==> src/rtl/assert_macros.svh <==
// Assertion macros shared by the integer format text engine modules.
`ifndef ASSERT_MACROS_SVH
`define ASSERT_MACROS_SVH

// Checks a property on every rising clock edge outside reset.
`define IFTE_ASSERT(lbl, prop, msg) \
  lbl: assert property (@(posedge clk_i) disable iff (!rst_ni) (prop)) else $error(msg);

// Checks that a condition never holds outside reset.
`define IFTE_NEVER(lbl, cond, msg) \
  lbl: assert property (@(posedge clk_i) disable iff (!rst_ni) !(cond)) else $error(msg);

`endif

==> src/rtl/ifte_pkg.sv <==
// Package with types, constants and helper functions of the integer format text engine.
package ifte_pkg;

  localparam int MaxWidth   = 64;
  localparam int WidthW     = $clog2(MaxWidth + 1);
  localparam int DecCap     = 10;
  localparam int DecDigits  = 10;
  localparam int HexNibbles = 8;
  localparam int BinW       = 32;
  localparam int DigitsW    = 4 * DecDigits;
  localparam int StepW      = $clog2(BinW);
  localparam int QueueDepth = 2;
  localparam int QueuePtrW  = $clog2(QueueDepth);
  localparam int QueueCntW  = $clog2(QueueDepth + 1);

  localparam logic [7:0] ChNul     = 8'h00;
  localparam logic [7:0] ChPercent = 8'h25;
  localparam logic [7:0] ChZero    = 8'h30;
  localparam logic [7:0] ChOne     = 8'h31;
  localparam logic [7:0] ChNine    = 8'h39;
  localparam logic [7:0] ChLowerD  = 8'h64;
  localparam logic [7:0] ChLowerU  = 8'h75;
  localparam logic [7:0] ChLowerX  = 8'h78;
  localparam logic [7:0] ChUpperX  = 8'h58;
  localparam logic [7:0] ChQuery   = 8'h3F;
  localparam logic [7:0] ChSpace   = 8'h20;
  localparam logic [7:0] ChMinus   = 8'h2D;
  localparam logic [7:0] ChUpperA  = 8'h41;
  localparam logic [7:0] ChLowerA  = 8'h61;

  typedef enum logic [1:0] {
    CMD_CHAR,
    CMD_DEC,
    CMD_HEX
  } cmd_kind_e;

  typedef enum logic [1:0] {
    BK_IDLE,
    BK_CONV,
    BK_PREP,
    BK_EMIT
  } back_state_e;

  typedef struct packed {
    cmd_kind_e          kind;
    logic [7:0]         ch;
    logic [BinW-1:0]    arg;
    logic               is_signed;
    logic               upper;
    logic               zero_pad;
    logic [WidthW-1:0]  width;
  } cmd_t;

  function automatic logic [WidthW-1:0] grow_width(logic [WidthW-1:0] w, logic [3:0] digit);
    logic [WidthW+3:0] v;
    v = {4'b0000, w} * (WidthW + 4)'(10) + (WidthW + 4)'(digit);
    return (v > (WidthW + 4)'(MaxWidth)) ? WidthW'(MaxWidth) : v[WidthW-1:0];
  endfunction

  function automatic logic [7:0] hex_char(logic [3:0] d, logic upper);
    logic [7:0] base;
    base = upper ? ChUpperA : ChLowerA;
    return (d < 4'd10) ? ChZero + {4'b0000, d} : base + {4'b0000, d} - 8'd10;
  endfunction

endpackage

==> src/rtl/ifte_front.sv <==
// Front part: parses format characters and queues output commands.
module ifte_front (
  input  logic                  clk_i,
  input  logic                  rst_ni,
  input  logic                  push,
  output logic                  full,
  input  logic [7:0]            format_char_i,
  input  logic [31:0]           arg_value_i,
  input  logic                  q_full_i,
  output logic                  q_wr_o,
  output ifte_pkg::cmd_t        q_cmd_o
);
  import ifte_pkg::*;

  logic                in_spec_q, in_spec_d;
  logic                zero_q, zero_d;
  logic [WidthW-1:0]   width_q, width_d;
  logic                accept;

  assign full   = q_full_i;
  assign accept = push & ~q_full_i;

  always_comb begin
    in_spec_d = in_spec_q;
    zero_d    = zero_q;
    width_d   = width_q;
    q_wr_o    = 1'b0;
    q_cmd_o.kind      = CMD_CHAR;
    q_cmd_o.ch        = format_char_i;
    q_cmd_o.arg       = arg_value_i;
    q_cmd_o.is_signed = (format_char_i == ChLowerD);
    q_cmd_o.upper     = (format_char_i == ChUpperX);
    q_cmd_o.zero_pad  = zero_q;
    q_cmd_o.width     = width_q;
    if (accept) begin
      if (format_char_i == ChNul) begin
        in_spec_d = 1'b0;
        zero_d    = 1'b0;
        width_d   = '0;
      end else if (!in_spec_q) begin
        if (format_char_i == ChPercent) begin
          in_spec_d = 1'b1;
        end else begin
          q_wr_o = 1'b1;
        end
      end else if (format_char_i == ChZero) begin
        if (width_q != '0 || zero_q) begin
          width_d = grow_width(width_q, 4'd0);
        end else begin
          zero_d = 1'b1;
        end
      end else if (format_char_i >= ChOne && format_char_i <= ChNine) begin
        width_d = grow_width(width_q, 4'(format_char_i - ChZero));
      end else begin
        q_wr_o = 1'b1;
        if (format_char_i == ChLowerD || format_char_i == ChLowerU) begin
          q_cmd_o.kind = CMD_DEC;
        end else if (format_char_i == ChLowerX || format_char_i == ChUpperX) begin
          q_cmd_o.kind = CMD_HEX;
        end else if (format_char_i == ChPercent) begin
          q_cmd_o.ch = ChPercent;
        end else begin
          q_cmd_o.ch = ChQuery;
        end
        in_spec_d = 1'b0;
        zero_d    = 1'b0;
        width_d   = '0;
      end
    end
  end

  always_ff @(posedge clk_i or negedge rst_ni) begin
    if (!rst_ni) begin
      in_spec_q <= 1'b0;
      zero_q    <= 1'b0;
      width_q   <= '0;
    end else begin
      in_spec_q <= in_spec_d;
      zero_q    <= zero_d;
      width_q   <= width_d;
    end
  end

endmodule

==> src/rtl/ifte_cmd_queue.sv <==
// Short command queue between the front and back parts.
`include "assert_macros.svh"
module ifte_cmd_queue (
  input  logic            clk_i,
  input  logic            rst_ni,
  input  logic            wr_i,
  input  ifte_pkg::cmd_t  wr_cmd_i,
  output logic            full_o,
  input  logic            rd_i,
  output ifte_pkg::cmd_t  rd_cmd_o,
  output logic            empty_o
);
  import ifte_pkg::*;

  cmd_t                  mem_q [QueueDepth];
  logic [QueuePtrW-1:0]  wr_ptr_q, rd_ptr_q;
  logic [QueueCntW-1:0]  cnt_q, cnt_d;
  logic                  do_wr, do_rd;

  assign full_o   = (cnt_q == QueueCntW'(QueueDepth));
  assign empty_o  = (cnt_q == '0);
  assign do_wr    = wr_i & ~full_o;
  assign do_rd    = rd_i & ~empty_o;
  assign rd_cmd_o = mem_q[rd_ptr_q];

  always_comb begin
    cnt_d = cnt_q;
    if (do_wr && !do_rd) begin
      cnt_d = cnt_q + 1'b1;
    end else if (do_rd && !do_wr) begin
      cnt_d = cnt_q - 1'b1;
    end
  end

  always_ff @(posedge clk_i or negedge rst_ni) begin
    if (!rst_ni) begin
      wr_ptr_q <= '0;
      rd_ptr_q <= '0;
      cnt_q    <= '0;
    end else begin
      cnt_q <= cnt_d;
      if (do_wr) begin
        wr_ptr_q <= (wr_ptr_q == QueuePtrW'(QueueDepth - 1)) ? '0 : wr_ptr_q + 1'b1;
      end
      if (do_rd) begin
        rd_ptr_q <= (rd_ptr_q == QueuePtrW'(QueueDepth - 1)) ? '0 : rd_ptr_q + 1'b1;
      end
    end
  end

  always_ff @(posedge clk_i) begin
    if (do_wr) begin
      mem_q[wr_ptr_q] <= wr_cmd_i;
    end
  end

  `IFTE_NEVER(a_no_write_when_full, wr_i && full_o, "command written into a full queue")

endmodule

==> src/rtl/ifte_back.sv <==
// Back part: converts numbers to digits and emits characters into the output register.
`include "assert_macros.svh"
module ifte_back (
  input  logic            clk_i,
  input  logic            rst_ni,
  input  ifte_pkg::cmd_t  cmd_i,
  input  logic            cmd_empty_i,
  output logic            cmd_pop_o,
  input  logic            pop,
  output logic            empty,
  output logic [7:0]      out_char_o,
  output logic            last_of_run_o
);
  import ifte_pkg::*;

  back_state_e          state_q, state_d;
  logic                 upper_q, upper_d;
  logic                 zp_q, zp_d;
  logic                 dec_q, dec_d;
  logic                 neg_q, neg_d;
  logic [WidthW-1:0]    width_q, width_d;
  logic [BinW-1:0]      bin_q, bin_d;
  logic [DigitsW-1:0]   digits_q, digits_d;
  logic [StepW-1:0]     step_q, step_d;
  logic [WidthW-1:0]    len_q, len_d;
  logic [WidthW-1:0]    content_q, content_d;
  logic [WidthW-1:0]    r_q, r_d;
  logic                 out_valid_q, out_valid_d;
  logic [7:0]           out_char_q, out_char_d;
  logic                 out_last_q, out_last_d;

  logic                 out_free;
  logic [DigitsW-1:0]   adj;
  logic [WidthW-1:0]    nsig, w_eff, body, hex_min;
  logic [DigitsW-1:0]   digit_shift;
  logic                 is_neg;

  assign out_free      = ~out_valid_q | pop;
  assign empty         = ~out_valid_q;
  assign out_char_o    = out_char_q;
  assign last_of_run_o = out_last_q;
  assign is_neg        = cmd_i.is_signed & cmd_i.arg[BinW-1];
  assign digit_shift   = digits_q >> {r_q[3:0], 2'b00};

  always_comb begin
    for (int i = 0; i < DecDigits; i++) begin
      adj[4*i +: 4] = (digits_q[4*i +: 4] >= 4'd5) ? digits_q[4*i +: 4] + 4'd3
                                                   : digits_q[4*i +: 4];
    end
  end

  always_comb begin
    nsig = WidthW'(1);
    for (int i = 0; i < DecDigits; i++) begin
      if (digits_q[4*i +: 4] != 4'd0) begin
        nsig = WidthW'(i + 1);
      end
    end
    if (width_q == '0) begin
      w_eff = WidthW'(1);
    end else if (dec_q && width_q > WidthW'(DecCap)) begin
      w_eff = WidthW'(DecCap);
    end else begin
      w_eff = width_q;
    end
    hex_min = (w_eff > WidthW'(HexNibbles)) ? WidthW'(HexNibbles) : w_eff;
    if (dec_q) begin
      body = (zp_q && w_eff > nsig) ? w_eff : nsig;
    end else begin
      body = (zp_q && hex_min > nsig) ? hex_min : nsig;
    end
  end

  always_comb begin
    state_d     = state_q;
    upper_d     = upper_q;
    zp_d        = zp_q;
    dec_d       = dec_q;
    neg_d       = neg_q;
    width_d     = width_q;
    bin_d       = bin_q;
    digits_d    = digits_q;
    step_d      = step_q;
    len_d       = len_q;
    content_d   = content_q;
    r_d         = r_q;
    out_valid_d = out_valid_q & ~pop;
    out_char_d  = out_char_q;
    out_last_d  = out_last_q;
    cmd_pop_o   = 1'b0;
    case (state_q)
      BK_IDLE: begin
        if (!cmd_empty_i) begin
          if (cmd_i.kind == CMD_CHAR) begin
            if (out_free) begin
              cmd_pop_o   = 1'b1;
              out_valid_d = 1'b1;
              out_char_d  = cmd_i.ch;
              out_last_d  = 1'b1;
            end
          end else begin
            cmd_pop_o = 1'b1;
            upper_d   = cmd_i.upper;
            zp_d      = cmd_i.zero_pad;
            width_d   = cmd_i.width;
            step_d    = '0;
            if (cmd_i.kind == CMD_DEC) begin
              dec_d    = 1'b1;
              neg_d    = is_neg;
              bin_d    = is_neg ? (~cmd_i.arg + 1'b1) : cmd_i.arg;
              digits_d = '0;
              state_d  = BK_CONV;
            end else begin
              dec_d    = 1'b0;
              neg_d    = 1'b0;
              digits_d = DigitsW'(cmd_i.arg);
              state_d  = BK_PREP;
            end
          end
        end
      end
      BK_CONV: begin
        digits_d = {adj[DigitsW-2:0], bin_q[BinW-1]};
        bin_d    = {bin_q[BinW-2:0], 1'b0};
        step_d   = step_q + 1'b1;
        if (step_q == StepW'(BinW - 1)) begin
          state_d = BK_PREP;
        end
      end
      BK_PREP: begin
        content_d = body + WidthW'(neg_q);
        len_d     = (w_eff > content_d) ? w_eff : content_d;
        r_d       = len_d - 1'b1;
        state_d   = BK_EMIT;
      end
      BK_EMIT: begin
        if (out_free) begin
          out_valid_d = 1'b1;
          out_last_d  = (r_q == '0);
          if (r_q >= content_q) begin
            out_char_d = ChSpace;
          end else if (neg_q && r_q == content_q - 1'b1) begin
            out_char_d = ChMinus;
          end else begin
            out_char_d = hex_char(digit_shift[3:0], upper_q);
          end
          if (r_q == '0) begin
            state_d = BK_IDLE;
          end else begin
            r_d = r_q - 1'b1;
          end
        end
      end
      default: begin
        state_d = BK_IDLE;
      end
    endcase
  end

  always_ff @(posedge clk_i or negedge rst_ni) begin
    if (!rst_ni) begin
      state_q     <= BK_IDLE;
      out_valid_q <= 1'b0;
    end else begin
      state_q     <= state_d;
      out_valid_q <= out_valid_d;
    end
  end

  always_ff @(posedge clk_i) begin
    upper_q    <= upper_d;
    zp_q       <= zp_d;
    dec_q      <= dec_d;
    neg_q      <= neg_d;
    width_q    <= width_d;
    bin_q      <= bin_d;
    digits_q   <= digits_d;
    step_q     <= step_d;
    len_q      <= len_d;
    content_q  <= content_d;
    r_q        <= r_d;
    out_char_q <= out_char_d;
    out_last_q <= out_last_d;
  end

  `IFTE_ASSERT(a_emit_index_in_range, state_q == BK_EMIT |-> r_q < len_q, "emit index beyond run length")
  `IFTE_ASSERT(a_content_fits, state_q == BK_EMIT |-> (content_q != '0 && content_q <= len_q), "digit content does not fit the run")
  `IFTE_ASSERT(a_pop_only_idle, cmd_pop_o |-> state_q == BK_IDLE, "command taken while busy")
  `IFTE_ASSERT(a_run_ends_last, (state_q == BK_EMIT && out_free && r_q == '0) |=> (out_valid_q && out_last_q && state_q == BK_IDLE), "run did not end with a last character")

endmodule

==> src/rtl/integer_format_text_engine.sv <==
// A plain character passes through the command queue into the output register; a hex
// conversion runs the prepare and emit states, a decimal one first runs the conversion state.
// Throughput: one plain character per cycle while the output is taken and the back part is idle;
// a conversion holds the back part for digits (32 double-dabble steps for decimal), a prepare
// state, up to 64 characters (one per cycle while output is popped) and idle for the next command.
// Reset is asynchronous, active low: plain text mode, width zero, command queue and output empty.
module integer_format_text_engine (
  input  logic        clk_i,
  input  logic        rst_ni,
  input  logic        push,
  output logic        full,
  input  logic [7:0]  format_char_i,
  input  logic [31:0] arg_value_i,
  output logic        empty,
  input  logic        pop,
  output logic [7:0]  out_char_o,
  output logic        last_of_run_o
);
  import ifte_pkg::*;

  cmd_t  wr_cmd, rd_cmd;
  logic  q_wr, q_full, q_rd, q_empty;

  ifte_front u_front (
    .clk_i         (clk_i),
    .rst_ni        (rst_ni),
    .push          (push),
    .full          (full),
    .format_char_i (format_char_i),
    .arg_value_i   (arg_value_i),
    .q_full_i      (q_full),
    .q_wr_o        (q_wr),
    .q_cmd_o       (wr_cmd)
  );

  ifte_cmd_queue u_queue (
    .clk_i    (clk_i),
    .rst_ni   (rst_ni),
    .wr_i     (q_wr),
    .wr_cmd_i (wr_cmd),
    .full_o   (q_full),
    .rd_i     (q_rd),
    .rd_cmd_o (rd_cmd),
    .empty_o  (q_empty)
  );

  ifte_back u_back (
    .clk_i         (clk_i),
    .rst_ni        (rst_ni),
    .cmd_i         (rd_cmd),
    .cmd_empty_i   (q_empty),
    .cmd_pop_o     (q_rd),
    .pop           (pop),
    .empty         (empty),
    .out_char_o    (out_char_o),
    .last_of_run_o (last_of_run_o)
  );

endmodule

==> config.mk <==
export PLATFORM = sky130hd
export DESIGN_NAME = integer_format_text_engine
export DESIGN_NICKNAME = d
export VERILOG_FILES = /design/src/rtl/ifte_pkg.sv /design/src/rtl/ifte_front.sv /design/src/rtl/ifte_cmd_queue.sv /design/src/rtl/ifte_back.sv /design/src/rtl/integer_format_text_engine.sv
export VERILOG_INCLUDE_DIRS = /design/src /design/src/rtl
export SDC_FILE = /design/constraint.sdc
export NUM_CORES = 1
export LEC_CHECK = 0
export BUFFER_PORTS_ARGS = -buffer_cell sky130_fd_sc_hd__buf_2
export CAP_MARGIN = 10
export CORE_MARGIN = 1
export CORE_UTILIZATION = 60
export CTS_CLUSTER_DIAMETER = 100
export CTS_CLUSTER_SIZE = 16
export DETAILED_ROUTE_END_ITERATION = 12
export PLACE_DENSITY = 0.78
export REMOVE_ABC_BUFFERS = 1
export SLEW_MARGIN = 30
export SYNTH_ARGS = -nofsm -noshare
export SYNTH_HDL_FRONTEND = slang
export SYNTH_HIERARCHICAL = 1
export SYNTH_SLANG_ARGS = --single-unit
==> constraint.sdc <==
create_clock -name clk_i -period 11.1 [get_ports clk_i]
set_input_delay 1.665 -clock clk_i [delete_from_list [all_inputs] [get_ports clk_i]]
set_output_delay 1.665 -clock clk_i [all_outputs]
set_load 0.005 [all_outputs]
==> results of run 1 <==
[worst max-delay path, delay by kind of cell (launching register included)]
family | cells | cell delay, ps
AOI/OAI and AO/OA | 10 | 2190
adders and majority gates | 6 | 1520
and+or+nand+nor | 7 | 1210
DFF | 1 | 460
muxes | 1 | 370
buffers and inverters | 3 | 310
xor gates and xnor gates | 2 | 270
[metal layers]
metal	part of all wire	track usage	vias up
li1	-	-	4417
met4	0.022	0.0736	0
met5	0	0	-
met3	0.062	0.0326	54
met1	0.44	0.327	4452
met2	0.48	0.397	336
[power by group through the flow]
stage	Clock, uW	Combinational, uW	Sequential, uW
after floorplan	0	1410	1680
after CTS	627	1900	1710
final	616	1910	1710
after global routing	654	2110	1750
after global placement	0	1810	1700
after detailed placement	0	1880	1730
[final cells by class]
| class | instances | area share |
|---|---|---|
| sequential | 231 | 0.474 |
| clock inverter | 1 | 0.000778 |
| tap | 280 | 0.0242 |
| clock buffer | 31 | 0.0360 |
| timing repair buffer | 64 | 0.0244 |
| inverter | 69 | 0.0179 |
| multi-input combinational | 836 | 0.423 |
[through the flow]
| stage | hold WS, ps | std cells | worst slack [ps] |
|---|---|---|---|
| after floorplan | 461 | 1136 | 2250 |
| after detailed placement | 514 | 1480 | 4690 |
| after global placement | 506 | 1479 | 4930 |
| final | 535 | 1512 | 4500 |
| after CTS | 526 | 1512 | 4650 |
| after global routing | 560 | 1512 | 3940 |
[path summary, 6_finish.rpt]
check,endpoint,startpoint,slack [ps]
max,u_back/r_q[6],u_back/digits_q[20],4500
min,u_back/bin_q[22],u_back/bin_q[21],540
max reg2reg,u_back/r_q[6],u_back/digits_q[20],4500
min reg2reg,u_back/bin_q[22],u_back/bin_q[21],540
max in group asynchronous,u_queue/rd_ptr_q,rst_ni,9680
min in group asynchronous,u_back/state_q[0],rst_ni,1090
[Yosys cell counts (18+ instances only)]
library cell | instances | area [um2]
a21oi_1 | 58 | 290
buf_4 | 34 | 255
clkbuf_1 | 29 | 109
edfxtp_1 | 215 | 6460
ha_1 | 68 | 851
inv_1 | 68 | 255
mux2_4 | 49 | 736
nand2_1 | 132 | 495
nand2b_1 | 18 | 113
nor2_1 | 61 | 229
nor3_1 | 31 | 155
nor3b_1 | 19 | 143
o21ai_0 | 87 | 435
xnor2_1 | 42 | 368
xor2_1 | 33 | 289
[logic make-up (layout without fill, tap and decap cells)]
group | after synthesis | in the layout | share of synthesized area
simple gates | 350 | 350 | 0.129
buf+inv | 145 | 165 | 0.0560
xor+xnor | 76 | 76 | 0.0492
other cells | 2 | 5 | 0.000549
fa+ha+maj | 70 | 70 | 0.0651
mux | 76 | 76 | 0.0813
compound gates | 259 | 259 | 0.117
flops | 231 | 231 | 0.501
[sequential cells by signal (all words and copies together) (netlist names), 2 cells and up]
name               cells
u_back/bin_q          32
u_back/content_q       7
u_back/digits_q       40
u_back/out_char_o      8
u_back/r_q             7
u_back/state_q         2
u_back/step_q          5
u_back/width_q         7
u_front/width_q        7
u_queue/cnt_q          2
u_queue/mem_q        104
==> results.cfg, run 1 <==
[layout]
antenna_cells = 0
drive_gt1_frac = 0.149
final_cell_area_um2 = 14500
final_cell_mix = edfxtp_1 (215), nand2_1 (132), o21ai_0 (87)
regArea_um2 = 6860
post-route-util = 0.655
fillers = 1621
multi_input_area_um2 = 6120
nets = 1334
layout_commonest_cell = edfxtp_1
synthToLayoutAreaGrowth_pct = 5.76

[sta]
worstMarginPinSlew_ps = 962
setup_tns_ps = 0
hold_viol = 0
rsz0062_at_grt = no
drv_slew = 0
max_freq_mhz = 152
fin_crit_sh = 0.594
fin_skew_ps = 11.9
slew_headroom = 0.357
finalSetupViolations = 0
min_period_ps = 6600

[clock_tree]
ctsHtreeMaxLevel = 1
cts_hold_buf = 0
ctsRootBufferMaster = clkbuf_16
cts_buffer_depth = 3
path_clk_slew_ps = 80
clk_latency_ps = 500
cts_buffers = 18
cts_tree = built
clock-sinks = 231
cts_resized = 0
post-cts-setup-buffers = 0

[power_and_ir_drop]
p_sw_uw = 1670
power_frac_seq = 0.404
p_clk_frac = 0.145
finalPower_uw = 4240
ir_drop_uv = 175
internal_power_uw = 2570
p_comb_frac = 0.450
p_leak_uw = 0.00550
powerDensity_nw_per_um2 = 293
swShare = 0.394

[floorplan]
start_util = 0.619
core-area_um2 = 22100
die_h_um = 153
rows = 54
die_area_um2 = 23400
die_w_um = 153
io_pins = 55

[critical_path]
cp_slowest_stage_delay_ps = 490
critPathKind = reg2reg
start_kind = flip-flop
end_kind = flip-flop
rr_worst_depth = 29
arrival_ps = 6850
cp_max_fo = 7
crit_top_cell = ha_1
cp_slowest_cell = a21boi_0
cp_data_required_time_ps = 11350

[global_routing]
grt.overflow.total = 0
grt_usage = 0.239
grt_max_degree = 99
grt_pass1_vias = 8897
grt_first_pass_wirelength_um = 44900
antenna_found_initial = 0

[place]
routabilityCongestion = 0.943
io_buffer_count = 54
place_hpwl_um = 20000
dpl-instance-area_um2 = 13900

[routing]
dr.first_iter.drc_count = 834
drt_pass1_iterations = 5
wl_per_cell_um = 18.6
via_count = 9259
wl_um = 28200
ant_nets = 0
drc_errors = 0
vias_per_cell = 6.12

[job]
cap_viol_max_count = 0

[logic_synthesis]
synth.cell_area_um2 = 13700
synth_edf_count = 215
synthFlopType = edfxtp_1
synth-seq-cells = 231
synthArstFlopShare = 0.0693
syn_inst = 1209
seq_area_frac_synth = 0.501
syn_area_per_cell_um2 = 11.3
yosys.cell_types.count = 83
yosys_warnings = 6

[status]
status = finished clean

[hold_path]
holdPathStages = 2
min_path_type = reg2reg
Power figures use the tool's default switching activity.
==> run 2, diff against run 1 <==
Clock period 11.1 ns to 6.8 ns, I/O delays scaled along.
==> run 2 against run 1 <==
Setup slack worse by 4000 ps. First-iteration DRC count down 7.0%. Fmax is 5.4% higher. Final cell count is essentially flat. Sequential share of layout area fell by 0.10 points. Largest cell class unchanged. Clock skew up 12 ps. Register-to-register slack worse by 4000 ps. Clock power rose by 62%. Power increased by 63%. Die area stayed put. Global-route usage is 0.22 points lower.
==> results.cfg, run 2 (same netlist as run 1, synthesis figures left out) <==
[place]
io_buffer_count = 54
routabilityCongestion = 0.920
place_hpwl_um = 19300

[routing]
drt_pass1_iterations = 5
drc_errors = 0
wl_per_cell_um = 18.0
vias_per_cell = 6.05
ant_nets = 0
dr.first_iter.drc_count = 776
wl_um = 27200
via_count = 9154

[sta]
rsz0062_at_grt = no
max_freq_mhz = 160
slew_headroom = 0.376
worstMarginPinSlew_ps = 929
min_period_ps = 6260
hold_slack_ps = 456
setup_tns_ps = 0
fin_skew_ps = 23.8
fin_crit_sh = 0.921
drv_slew = 0
hold_viol = 0
finalSetupViolations = 0

[power_and_ir_drop]
powerDensity_nw_per_um2 = 476
finalPower_uw = 6900
ir_drop_uv = 236
p_leak_uw = 0.00551

[floorplan]
rows = 54
core-area_um2 = 22100
die_h_um = 153
die_w_um = 153
io_pins = 55
start_util = 0.619
die_area_um2 = 23400

[status]
status = finished clean

[global_routing]
antenna_found_initial = 0
grt_usage = 0.236
grt.overflow.total = 0
grt_pass1_vias = 8707
grt_max_degree = 99
grt_first_pass_wirelength_um = 44400

[hold_path]
min_path_type = in2async

[critical_path]
end_kind = flip-flop
cp_data_required_time_ps = 7040
cp_max_fo = 7
path_delay_family = compound AO/OA/AOI/OAI gates
arrival_ps = 6500
start_kind = flip-flop
cp_slowest_cell = or3b_2
critPathKind = reg2reg
crit_top_cell = ha_1
cp_slowest_stage_delay_ps = 470
path_buf_inv = 3

[layout]
synthToLayoutAreaGrowth_pct = 5.99
final_cell_mix = edfxtp_1 (215), nand2_1 (132), o21ai_0 (87)
drive_gt1_frac = 0.152
top_register = u_queue/mem_q
nets = 1335
antenna_cells = 0
reg.largest.list = u_queue/mem_q (104), u_back/digits_q (40), u_back/bin_q (32)
layout_commonest_cell = edfxtp_1
largest_reg_flops = 104

[clock_tree]
cts_buffers = 18
ctsHtreeMaxLevel = 1
cts_tree = built
clk_latency_ps = 500
path_clk_slew_ps = 80
cts_hold_buf = 0
cts_buffer_depth = 3
clock-sinks = 231
ctsRootBufferMaster = clkbuf_16

[job]
cap_viol_max_count = 0
## run 2: repair_timing
action / 4_1_cts / 5_1_grt
buffers inserted: 0 / 1
endpoints found under the setup margin: 0 / 4
gates resized for setup: 0 / 4
## run 2: power breakdown
| group | total [uW] | internal (uW) | switching [uW] |
|---|---|---|---|
| combinational | 3120 | 1330 | 1790 |
| clock | 997 | 524 | 473 |
| sequential | 2780 | 2360 | 429 |
| total | 6900 | 4210 | 2690 |
## run 2: layout make-up
type,instances,area [um2]
Clock inverter,1,8.76
Inverter,69,259
Sequential cell,231,6860
Clock buffer,31,520
Multi-Input combinational cell,836,6130
Timing Repair Buffer,65,373
Fill cell,1662,7590
Tap cell,280,350
## run 2: path summary, 6_finish.rpt
path | end | slack [ps] | startpoint | cells after the start
setup / recovery | u_back/r_q[6] | 540 | u_back/digits_q[8] | 30
hold / removal | u_queue/cnt_q[0] | 460 | rst_ni | 1
setup reg to reg | u_back/r_q[6] | 540 | u_back/digits_q[8] | 30
hold reg to reg | u_back/bin_q[24] | 530 | u_back/bin_q[23] | 2
max in group asynchronous | u_queue/rd_ptr_q | 6030 | rst_ni | 1
min in group clk_i | u_back/bin_q[24] | 530 | u_back/bin_q[23] | 2
## run 2: worst register-to-register path: cells and delay by family, from the launching register on
kind | cells | cell delay (ps)
compound gates | 12 | 2030
xor+xnor | 2 | 270
fa+ha+maj | 6 | 1410
buf+inv | 3 | 300
flops | 1 | 440
mux | 1 | 350
simple gates | 6 | 1210
## run 2: stage by stage
step           cells  worst slack [ps]  utilization  cell area [um2]
2_1_floorplan   1136             -2050            -            13200
6_report        1513               538        0.656            14500
3_3_place_gp    1479               588        0.630            13900
3_5_place_dp    1480               433        0.631            13900
5_1_grt         1513              16.5        0.656            14500
4_1_cts         1512               399        0.655            14500
## run 2: layer usage
layer	GRT usage	vias to the layer above	share of wire	routed length [um]
met5	0	-	0	0
met4	0.0697	0	0.022	602
met3	0.0264	48	0.056	1530
met2	0.378	283	0.47	12700
met1	0.342	4398	0.46	12400
li1	-	4425	-	-
==> run 3, diff against run 2 <==
Settings changed: RECOVER_POWER set to 100.
==> run 3 against run 2 <==
The flow now finishes with violations (capacitance limit, slew limit). Largest power group unchanged. Final cell count did not move. Count of clock-buffer cells in the layout stayed put. Power shrank 0.66%. Wire length increased by 0.22%. Sequential power about the same.
==> results.cfg, run 3 (same netlist as run 1, synthesis figures left out) <==
[place]
dp_cells = 1480
io_buffer_count = 54
place_hpwl_um = 19300
routabilityCongestion = 0.920

[critical_path]
cp_slowest_stage_delay_ps = 470
end_kind = flip-flop
start_kind = flip-flop
path_buf_inv = 3
cp_data_required_time_ps = 7040
cp_slowest_cell = or3b_2
arrival_ps = 6510
crit_top_cell = ha_1
path_delay_family = compound AO/OA/AOI/OAI gates
rrSetupSlack_ps = 530
critPathKind = reg2reg
cp_max_fo = 7

[status]
status = finished with violations
violations = capacitance limit, slew limit

[sta]
fin_crit_sh = 0.923
finalSetupViolations = 0
max_freq_mhz = 159
min_period_ps = 6270
fin_skew_ps = 22.1
drv_slew = 266
worstMarginPinSlew_ps = 3690
hold_viol = 0
rsz0062_at_grt = no
slew_headroom = -1.46

[global_routing]
grt_usage = 0.236
grt_pass1_vias = 8707
antenna_found_initial = 0
grt_first_pass_wirelength_um = 44400
grt_max_degree = 99
grt.overflow.total = 0

[job]
cap_viol_max_count = 6

[floorplan]
die_h_um = 153
die_area_um2 = 23400
rows = 54
io_pins = 55
core-area_um2 = 22100
die_w_um = 153
start_util = 0.619

[layout]
top_register = u_queue/mem_q
synthToLayoutAreaGrowth_pct = 4.73
largest_reg_flops = 104
final_cells = 1513
drive_gt1_frac = 0.110
fillers = 1700
final_cell_mix = edfxtp_1 (215), nand2_1 (132), o21ai_0 (91)
antenna_cells = 0
post-route-util = 0.649
reg.largest.list = u_queue/mem_q (104), u_back/digits_q (40), u_back/bin_q (32)
layout_commonest_cell = edfxtp_1
nets = 1335

[routing]
wl_per_cell_um = 18.0
route.met2.wl_um = 12700
wl_met1_um = 12500
vias_per_cell = 6.05
via_count = 9153
dr.first_iter.drc_count = 840
dr_wl_met3_um = 1490
wl_um = 27300
dr.max_layer_used = met4
ant_nets = 0
drt_pass1_iterations = 5
drc_errors = 0

[clock_tree]
cts_tree = built
clock-sinks = 231
clk_latency_ps = 500
ctsRootBufferMaster = clkbuf_16
path_clk_slew_ps = 80
cts_buffers = 18
cts_buffer_depth = 3
ctsHtreeMaxLevel = 1

[hold_path]
min_path_type = reg2reg

[power_and_ir_drop]
powerDensity_nw_per_um2 = 478
p_leak_uw = 0.00536
ir_drop_uv = 257
## run 3: changes by cell type in the layout (fill, tap and decap cells not counted), moves of 2 or more
cell / previous run / this run
and2_0: 1 / 4
and2_1: 7 / 4
buf_2: 54 / 39
buf_4: 10 / 3
clkbuf_1: 12 / 34
mux2_1: 0 / 19
mux2_4: 49 / 31
nor2_1: 59 / 61
o21ai_0: 87 / 91
o21ai_1: 6 / 2
## run 3: repair_timing
item                       CTS  global route
resized for setup            0             4
setup endpoints to repair    0             4
hold buffers                 0             0
buffers inserted             0             1
## run 3: stage by stage
stage | total power (uW) | hold WS, ps | area [um2] | setup TNS, ps | setup slack (ps)
CTS | 6890 | 446 | 14500 | 0 | 399
floorplan | 5050 | 461 | 13200 | -65590 | -2050
global route | 7340 | 534 | 14300 | 0 | 16.5
detailed placement | 5870 | 516 | 13900 | 0 | 433
finish | 6850 | 492 | 14300 | 0 | 527
global placement | 5750 | 510 | 13900 | 0 | 588
## run 3: per-layer routing
metal / GRT usage / up-vias
met5: 0 / -
met4: 0.0697 / 0
li1: - / 4425
met2: 0.378 / 286
met3: 0.0264 / 46
met1: 0.342 / 4396
## run 3: cell type report
class	instances	area [um2]	share of cell area
Clock buffer	31	520	0.0363
Clock inverter	1	8.76	0.000611
Inverter	69	259	0.0181
Multi-Input combinational cell	836	6010	0.419
Sequential cell	231	6860	0.478
Tap cell	280	350	0.0244
Timing Repair Buffer	65	328	0.0229
## run 3: final timing paths
| kind | start | to | depth (start not counted) |
|---|---|---|---|
| setup reg to reg | u_back/digits_q[8] | u_back/r_q[6] | 30 |
| max in group asynchronous | rst_ni | u_front/zero_q | 1 |
| hold reg to reg | u_queue/wr_ptr_q | u_queue/wr_ptr_q | 1 |
| hold / removal | u_queue/wr_ptr_q | u_queue/wr_ptr_q | 1 |
| setup / recovery | u_back/digits_q[8] | u_back/r_q[6] | 30 |
| min in group asynchronous | rst_ni | u_queue/cnt_q[0] | 1 |
## run 3: power by group
group          internal, uW  switching [uW]  leakage, uW
combinational          1290            1780      0.00288
sequential             2360             427      0.00223
clock                   524             473     0.000253
## run 3: worst register-to-register path, delay by kind of cell (launching register included)
kind	cells	cell delay [ps]
buf+inv	3	300
compound gates	12	2000
xor+xnor	2	270
fa+ha+maj	6	1400
mux	1	350
simple gates	6	1220
flops	1	440
